==> config.mk <==
export PLATFORM = sky130hd
export DESIGN_NAME = keypad_code_lock_controller_unit
export DESIGN_NICKNAME = d
export VERILOG_FILES = /design/src/rtl/kcl_pkg.sv /design/src/rtl/kcl_step.sv /design/src/rtl/keypad_code_lock_controller_unit.sv
export SDC_FILE = /design/constraint.sdc
export NUM_CORES = 1
export LEC_CHECK = 0
export BUFFER_PORTS_ARGS = -buffer_cell sky130_fd_sc_hd__buf_2
export CORE_MARGIN = 4
export CORE_UTILIZATION = 51
export DETAILED_ROUTE_END_ITERATION = 12
export PLACE_DENSITY = 0.79
export SLEW_MARGIN = 20
export SYNTH_ARGS = -nofsm -noshare
export SYNTH_HDL_FRONTEND = slang
export SYNTH_SLANG_ARGS = --single-unit
==> constraint.sdc <==
create_clock -name i_clk -period 2.79 [get_ports i_clk]
set_clock_uncertainty 0.1 [all_clocks]
set_input_delay 0.558 -clock i_clk [delete_from_list [all_inputs] [get_ports i_clk]]
set_output_delay 0.558 -clock i_clk [all_outputs]
set_load 0.1 [all_outputs]
==> src/rtl/kcl_pkg.sv <==
package kcl_pkg;

    localparam int MAX_LEN = 8;
    localparam int FACTORY_LEN = 6;

    typedef logic [4:0] t_digit;
    typedef t_digit [MAX_LEN-1:0] t_code;

    localparam logic [29:0] FACTORY_RESET = 30'd206702624;
    localparam logic [39:0] ADMIN_RESET = 40'd318034282528;

    localparam t_digit KEY_ENTER = 5'd13;
    localparam t_digit KEY_DELETE = 5'd14;
    localparam t_digit KEY_OPEN = 5'd7;
    localparam t_digit KEY_MODIFY = 5'd3;
    localparam t_digit KEY_ADMIN = 5'd11;

    localparam logic CFG_FACTORY = 1'b0;
    localparam logic CFG_ADMIN = 1'b1;

    typedef enum logic [2:0] {
        MODE_IDLE = 3'd0,
        MODE_OPEN = 3'd1,
        MODE_OLD = 3'd2,
        MODE_NEW = 3'd3,
        MODE_ADMIN = 3'd4
    } t_mode;

    typedef enum logic [3:0] {
        EV_IGNORED = 4'd0,
        EV_STORED = 4'd1,
        EV_REJECTED = 4'd2,
        EV_RESTARTED = 4'd3,
        EV_STARTED = 4'd4,
        EV_ABORTED = 4'd5,
        EV_UNLOCK = 4'd6,
        EV_VERIFIED = 4'd7,
        EV_UPDATED = 4'd8,
        EV_RESET_DONE = 4'd9,
        EV_FAILURE = 4'd10,
        EV_LOCKED = 4'd11
    } t_event;

    typedef struct packed {
        t_mode mode;
        logic [3:0] count;
        logic [1:0] fail;
    } t_state;

    typedef struct packed {
        t_state next;
        logic wr_digit;
        logic store_user;
        logic restore_user;
        t_event event_res;
    } t_update;

    function automatic t_code factory_restore(input logic [29:0] factory);
        t_code code;
        code = t_code'({10'd0, factory});
        return code;
    endfunction

endpackage

==> src/rtl/kcl_step.sv <==
module kcl_step #(
    parameter int USER_LEN = 6,
    parameter int ADMIN_LEN = 8
) (
    input  kcl_pkg::t_digit i_key,
    input  kcl_pkg::t_state i_state,
    input  kcl_pkg::t_code  i_digits,
    input  kcl_pkg::t_code  i_user,
    input  kcl_pkg::t_code  i_admin,
    output kcl_pkg::t_update o_update
);

    localparam logic [3:0] ULEN = 4'(USER_LEN);
    localparam logic [3:0] ALEN = 4'(ADMIN_LEN);

    logic user_ok;
    logic admin_ok;
    logic verify_ok;
    logic [3:0] len;
    logic [1:0] fail_inc;
    logic is_switch;
    kcl_pkg::t_mode switch_mode;

    always_comb begin
        user_ok = 1'b1;
        admin_ok = 1'b1;
        for (int i = 0; i < kcl_pkg::MAX_LEN; i++) begin
            if (i < USER_LEN && i_digits[i] != i_user[i]) begin
                user_ok = 1'b0;
            end
            if (i < ADMIN_LEN && i_digits[i] != i_admin[i]) begin
                admin_ok = 1'b0;
            end
        end
    end

    assign len = (i_state.mode == kcl_pkg::MODE_ADMIN) ? ALEN : ULEN;
    assign verify_ok = (i_state.mode == kcl_pkg::MODE_ADMIN) ? admin_ok : user_ok;
    assign fail_inc = i_state.fail + 2'd1;
    assign is_switch = (i_key == kcl_pkg::KEY_OPEN) || (i_key == kcl_pkg::KEY_MODIFY)
                    || (i_key == kcl_pkg::KEY_ADMIN);

    always_comb begin
        priority if (i_key == kcl_pkg::KEY_OPEN) begin
            switch_mode = kcl_pkg::MODE_OPEN;
        end else if (i_key == kcl_pkg::KEY_MODIFY) begin
            switch_mode = kcl_pkg::MODE_OLD;
        end else begin
            switch_mode = kcl_pkg::MODE_ADMIN;
        end
    end

    always_comb begin
        o_update = '0;
        o_update.next = i_state;
        o_update.event_res = kcl_pkg::EV_IGNORED;
        unique case (i_state.mode)
            kcl_pkg::MODE_OPEN, kcl_pkg::MODE_OLD, kcl_pkg::MODE_NEW,
            kcl_pkg::MODE_ADMIN: begin
                priority if (is_switch) begin
                    o_update.next.mode = switch_mode;
                    o_update.next.count = 4'd0;
                    o_update.event_res = kcl_pkg::EV_STARTED;
                end else if (i_key == kcl_pkg::KEY_DELETE) begin
                    o_update.next.count = 4'd0;
                    o_update.event_res = kcl_pkg::EV_RESTARTED;
                end else if (i_key == kcl_pkg::KEY_ENTER) begin
                    o_update.next.count = 4'd0;
                    o_update.next.mode = kcl_pkg::MODE_IDLE;
                    priority if (i_state.count != len) begin
                        o_update.event_res = kcl_pkg::EV_ABORTED;
                    end else if (i_state.mode == kcl_pkg::MODE_NEW) begin
                        o_update.store_user = 1'b1;
                        o_update.event_res = kcl_pkg::EV_UPDATED;
                    end else if (!verify_ok) begin
                        o_update.next.fail = fail_inc;
                        o_update.event_res = (fail_inc == 2'd3) ? kcl_pkg::EV_LOCKED
                                                                : kcl_pkg::EV_FAILURE;
                    end else begin
                        o_update.next.fail = 2'd0;
                        priority if (i_state.mode == kcl_pkg::MODE_OPEN) begin
                            o_update.event_res = kcl_pkg::EV_UNLOCK;
                        end else if (i_state.mode == kcl_pkg::MODE_OLD) begin
                            o_update.next.mode = kcl_pkg::MODE_NEW;
                            o_update.event_res = kcl_pkg::EV_VERIFIED;
                        end else begin
                            o_update.restore_user = 1'b1;
                            o_update.event_res = kcl_pkg::EV_RESET_DONE;
                        end
                    end
                end else if (i_state.count < len) begin
                    o_update.wr_digit = 1'b1;
                    o_update.next.count = i_state.count + 4'd1;
                    o_update.event_res = kcl_pkg::EV_STORED;
                end else begin
                    o_update.event_res = kcl_pkg::EV_REJECTED;
                end
            end
            default: begin
                o_update.next.mode = kcl_pkg::MODE_IDLE;
                o_update.next.count = 4'd0;
                if (is_switch) begin
                    o_update.next.mode = switch_mode;
                    o_update.event_res = kcl_pkg::EV_STARTED;
                end
            end
        endcase
    end

endmodule

==> src/rtl/keypad_code_lock_controller_unit.sv <==
// A key is held in the input register, then its result in the result register.
// Throughput: one key per cycle unless the result stalls; the input register and
// result register are parted by the step logic; a key waits on a held result.
// Reset (i_rst_n low, synchronous): mode idle, entry count and fail count zero,
// user code restored from the factory code, configuration at reset values.
module keypad_code_lock_controller_unit #(
    parameter int USER_LEN = 6,
    parameter int ADMIN_LEN = 8
) (
    input  logic        i_clk,
    input  logic        i_rst_n,
    input  logic        i_in_valid,
    output logic        o_in_stall,
    input  logic [4:0]  i_key_code,
    output logic        o_out_valid,
    input  logic        i_out_stall,
    output logic [3:0]  o_event_res,
    output logic [2:0]  o_mode,
    output logic [3:0]  o_digits_entered,
    output logic [1:0]  o_fail_total,
    input  logic        i_cfg_we,
    input  logic        i_cfg_index,
    input  logic [39:0] i_cfg_data
);

    logic [29:0] r_factory_code;
    logic [39:0] r_admin_code;
    logic r_in_valid;
    kcl_pkg::t_digit r_key;
    kcl_pkg::t_state r_state;
    kcl_pkg::t_code r_digits;
    kcl_pkg::t_code r_user;
    logic r_out_valid;
    kcl_pkg::t_event r_event;
    kcl_pkg::t_state r_out_state;

    logic advance;
    logic in_take;
    kcl_pkg::t_update step;
    kcl_pkg::t_code n_user;

    assign advance = r_in_valid && (!r_out_valid || !i_out_stall);
    assign o_in_stall = r_in_valid && !advance;
    assign in_take = i_in_valid && !o_in_stall;

    kcl_step #(
        .USER_LEN (USER_LEN),
        .ADMIN_LEN(ADMIN_LEN)
    ) u_step (
        .i_key   (r_key),
        .i_state (r_state),
        .i_digits(r_digits),
        .i_user  (r_user),
        .i_admin (kcl_pkg::t_code'(r_admin_code)),
        .o_update(step)
    );

    always_comb begin
        n_user = r_user;
        if (step.restore_user) begin
            n_user = kcl_pkg::factory_restore(r_factory_code);
        end else if (step.store_user) begin
            for (int i = 0; i < kcl_pkg::MAX_LEN; i++) begin
                if (i < USER_LEN) begin
                    n_user[i] = r_digits[i];
                end
            end
        end
    end

    always_ff @(posedge i_clk) begin
        if (!i_rst_n) begin
            r_factory_code <= kcl_pkg::FACTORY_RESET;
            r_admin_code <= kcl_pkg::ADMIN_RESET;
        end else if (i_cfg_we) begin
            unique case (i_cfg_index)
                kcl_pkg::CFG_FACTORY: r_factory_code <= i_cfg_data[29:0];
                kcl_pkg::CFG_ADMIN: r_admin_code <= i_cfg_data;
                default: ;
            endcase
        end
    end

    always_ff @(posedge i_clk) begin
        if (!i_rst_n) begin
            r_in_valid <= 1'b0;
        end else if (in_take) begin
            r_in_valid <= 1'b1;
        end else if (advance) begin
            r_in_valid <= 1'b0;
        end
    end

    always_ff @(posedge i_clk) begin
        if (in_take) begin
            r_key <= i_key_code;
        end
    end

    always_ff @(posedge i_clk) begin
        if (advance && step.wr_digit) begin
            r_digits[r_state.count[2:0]] <= r_key;
        end
    end

    always_ff @(posedge i_clk) begin
        if (!i_rst_n) begin
            r_state.mode <= kcl_pkg::MODE_IDLE;
            r_state.count <= 4'd0;
            r_state.fail <= 2'd0;
            r_user <= kcl_pkg::factory_restore(kcl_pkg::FACTORY_RESET);
        end else if (advance) begin
            r_state <= step.next;
            r_user <= n_user;
        end
    end

    always_ff @(posedge i_clk) begin
        if (!i_rst_n) begin
            r_out_valid <= 1'b0;
        end else if (advance) begin
            r_out_valid <= 1'b1;
        end else if (!i_out_stall) begin
            r_out_valid <= 1'b0;
        end
    end

    always_ff @(posedge i_clk) begin
        if (advance) begin
            r_event <= step.event_res;
            r_out_state <= step.next;
        end
    end

    assign o_out_valid = r_out_valid;
    assign o_event_res = r_event;
    assign o_mode = r_out_state.mode;
    assign o_digits_entered = r_out_state.count;
    assign o_fail_total = r_out_state.fail;

`ifndef SYNTHESIS
    a_idle_empty: assert property (@(posedge i_clk) disable iff (!i_rst_n)
        o_out_valid && (o_mode == kcl_pkg::MODE_IDLE) |-> o_digits_entered == 4'd0)
        else $error("idle result with nonzero digit count");

    a_count_bound: assert property (@(posedge i_clk) disable iff (!i_rst_n)
        r_state.count <= 4'(kcl_pkg::MAX_LEN))
        else $error("entry count exceeds buffer depth");

    a_locked_fail: assert property (@(posedge i_clk) disable iff (!i_rst_n)
        o_out_valid && (o_event_res == kcl_pkg::EV_LOCKED) |-> o_fail_total == 2'd3)
        else $error("locked reported without full fail count");

    a_verified_new: assert property (@(posedge i_clk) disable iff (!i_rst_n)
        o_out_valid && (o_event_res == kcl_pkg::EV_VERIFIED)
        |-> (o_mode == kcl_pkg::MODE_NEW) && (o_fail_total == 2'd0))
        else $error("verified result not in new-code mode");

    a_in_hold: assert property (@(posedge i_clk) disable iff (!i_rst_n)
        r_in_valid && !advance |=> r_in_valid && $stable(r_key))
        else $error("held key transaction lost");
`endif

endmodule
==> flow_summary.json <==
{
  "status": "completed",
  "hold_violations": 0,
  "post_cts_buffers": 0,
  "syn_to_final_growth_pct": 17.6,
  "syn_area_um2": 7260,
  "async_reset_ff_share_pct": 0,
  "wl_per_cell_um": 17.9,
  "gp_congestion": 0.886,
  "finalInstanceArea_um2": 8540,
  "rrSetupSlack_ns": 0.11,
  "final_util_pct": 61.3,
  "synth_cells": 745,
  "cts_tree": "built",
  "rr_startpoint": "r_state[6]",
  "power_frac_seq_pct": 49.7,
  "layout_common_cells": "nand2_1 (190), dfxtp_1 (111), xnor2_1 (71)",
  "synthFlopType": "dfxtp_1",
  "slew_headroom_pct": 61.1,
  "critPathCapture": "r_digits[15]",
  "cts_root_buffer": "clkbuf_16",
  "nFillCells": 1139,
  "antenna_found_initial": 0,
  "seq_area_frac_synth_pct": 54.6,
  "worst-setup-path-type": "reg -> reg",
  "clock_sinks": 169,
  "clk_pin_slew_ns": 0.06,
  "r2r_cells": 11,
  "grt_pass1_wl_um": 29200,
  "max_clock_freq_mhz": 373,
  "place_area_um2": 7950,
  "worstSetupStartpoint": "r_state[6]",
  "die_w_um": 127,
  "die_h_um": 127,
  "period_share_pct": 96.1,
  "clk_path_buf_depth": 2,
  "grt_max_degree": 84,
  "synth-edff-count": 58,
  "drtIter0Drc": 655,
  "totalWireLength_um": 18200,
  "core_area_um2": 13900,
  "p_comb_share_pct": 6.7,
  "portBuffers": 65,
  "end_kind": "flop",
  "insertion_delay_ns": 0.43,
  "irDropWorstVdd_mv": 0.471,
  "arrival_ns": 2.72,
  "final_common_cell": "nand2_1",
  "die_area_um2": 16200,
  "swShare_pct": 23.7,
  "post_cts_resized": 0,
  "ioPinCount": 66,
  "overflow": 0,
  "ys_types": 53,
  "num_rows": 43,
  "avgViaCountPerCell": 5.72,
  "insertedDiodeCount": 0,
  "final.setup.worst_slack_ns": 0.108,
  "switchingPower_uw": 1270,
  "place_ws_ns": 0.151,
  "p_clk_share_pct": 43.5,
  "holdBufCountCts": 0,
  "h-tree-depth": 4,
  "finalNetCount": 882,
  "drcViolationCount": 0,
  "syn_nets": 801,
  "synth-seq-cells": 169,
  "grt_pass1_vias": 5456,
  "timing.rr.end": "r_digits[15]",
  "num_vias": 5832,
  "intPower_uw": 4090,
  "drt_pass1_iterations": 7,
  "cts_buffers": 17,
  "drive_gt1_share_pct": 20.0,
  "critPathMaxFanout": 6,
  "crit_required_ns": 2.83,
  "grt_use_total_pct": 23.0,
  "startpoint_type": "flop",
  "hpwlAfterDp_um": 12100,
  "worst_hold_slack_ns": 0.204,
  "power_density_nw_per_um2": 628,
  "drv_cap": 0,
  "avgSynthCellArea_um2": 9.74,
  "final_max_slew_viol_count": 0,
  "hp-class": "in -> reg",
  "p_leak_uw": 0.00303,
  "start_util_pct": 52.1,
  "fin_setup_tns_ns": 0,
  "period_minus_slack_ns": 2.68,
  "tightest_slew_ns": 0.575,
  "drtAntennaViolNets": 0,
  "yosysWarnings": 0,
  "setup_violations": 0
}
-- power groups by stage --
stage | sequential [µW] | combinational, µW | clock, µW
floorplan | 2770 | 175 | 0
global placement | 2720 | 355 | 0
detailed placement | 2720 | 361 | 0
CTS | 2660 | 363 | 2360
global route | 2670 | 396 | 2480
finish | 2660 | 362 | 2330
-- logic make-up after synthesis --
family	Yosys count	synth area share, %
buf+inv	49	2.93
xor+xnor	75	9.05
simple gates	290	18.2
compound gates	157	14.4
fa+ha+maj	5	0.862
flops	169	54.6
-- state kept, by name, indices dropped and copies added, names as in the netlist --
| name | flops |
|---|---|
| r_digits | 40 |
| r_user | 30 |
| o_digits_entered | 4 |
| r_key | 5 |
| o_fail_total | 2 |
| o_mode | 3 |
| r_in_valid | 1 |
| r_factory_code | 30 |
| o_event_res | 4 |
| o_out_valid | 1 |
| r_state | 9 |
| r_admin_code | 40 |
-- stage by stage --
step | std cells | total power, µW
floorplan | 745 | 2940
global placement | 987 | 3070
detailed placement | 987 | 3080
CTS | 1019 | 5390
global route | 1019 | 5540
finish | 1019 | 5360
-- metal layers --
layer	vias to the layer above	routed length (µm)	part of all wire (%)	global-route usage, %
met1	2775	8120	44	32.2
met2	265	8370	46	35.5
met3	29	1460	8.0	5.89
li1	2763	-	-	-
met4	0	299	1.6	6.81
met5	-	0	0	0
-- layout make-up --
type	count	area, µm²	area share (%)
Timing Repair Buffer	104	643	7.53
Multi-Input combinational cell	527	3090	36.2
Clock buffer	24	504	5.91
Inverter	7	28.8	0.337
Tap cell	180	225	2.64
Sequential cell	169	3960	46.4
Clock inverter	8	81.3	0.953
-- worst max-delay path, cell delays in order (launching register included) --
cell      delay (ns)
dfxtp_1         0.44
nor2_8          0.07
nand2_4         0.13
inv_4           0.07
ha_1            0.31
nor2b_1         0.14
o21ai_0         0.27
nand2b_1        0.16
nor3_2          0.15
nand2_1         0.16
nor2_1          0.21
buf_4           0.19
-- cell usage after synthesis, types with 2 or more instances --
cell / number / area, µm²
dfxtp_1: 111 / 2220
nand4_1: 16 / 100
nand3_1: 20 / 100
a21oi_2: 20 / 175
edfxtp_1: 58 / 1740
and3_1: 2 / 12.5
xnor2_1: 71 / 622
nand2b_1: 6 / 37.5
clkbuf_1: 34 / 128
nor2b_1: 4 / 25.0
or2_2: 2 / 12.5
buf_1: 4 / 15.0
nor4_1: 3 / 18.8
or3_1: 2 / 12.5
nand4b_1: 3 / 26.3
xor2_1: 4 / 35.0
a31oi_1: 2 / 12.5
buf_6: 3 / 33.8
a2bb2oi_1: 7 / 61.3
o22ai_1: 10 / 62.6
nor3_1: 8 / 40.0
o21ai_0: 11 / 55.1
nor2_1: 23 / 86.3
inv_1: 6 / 22.5
a21boi_0: 2 / 15.0
nand2_1: 190 / 713
a21oi_1: 70 / 350
a32oi_1: 20 / 175
ha_1: 5 / 62.6
a22oi_1: 5 / 37.5
-- worst min path at each step --
stage	start	endpoint	slack [ns]	cells past startpoint
after CTS	i_key_code[2]	r_key[2]	0.19	1
after global placement	r_factory_code[12]	r_factory_code[12]	0.34	2
final	i_key_code[2]	r_key[2]	0.20	1
after floorplan	r_factory_code[0]	r_factory_code[0]	0.34	2
after global routing	i_key_code[2]	r_key[2]	0.19	1
after detailed placement	r_factory_code[12]	r_factory_code[12]	0.35	2
Power figures use the tool's default switching activity.
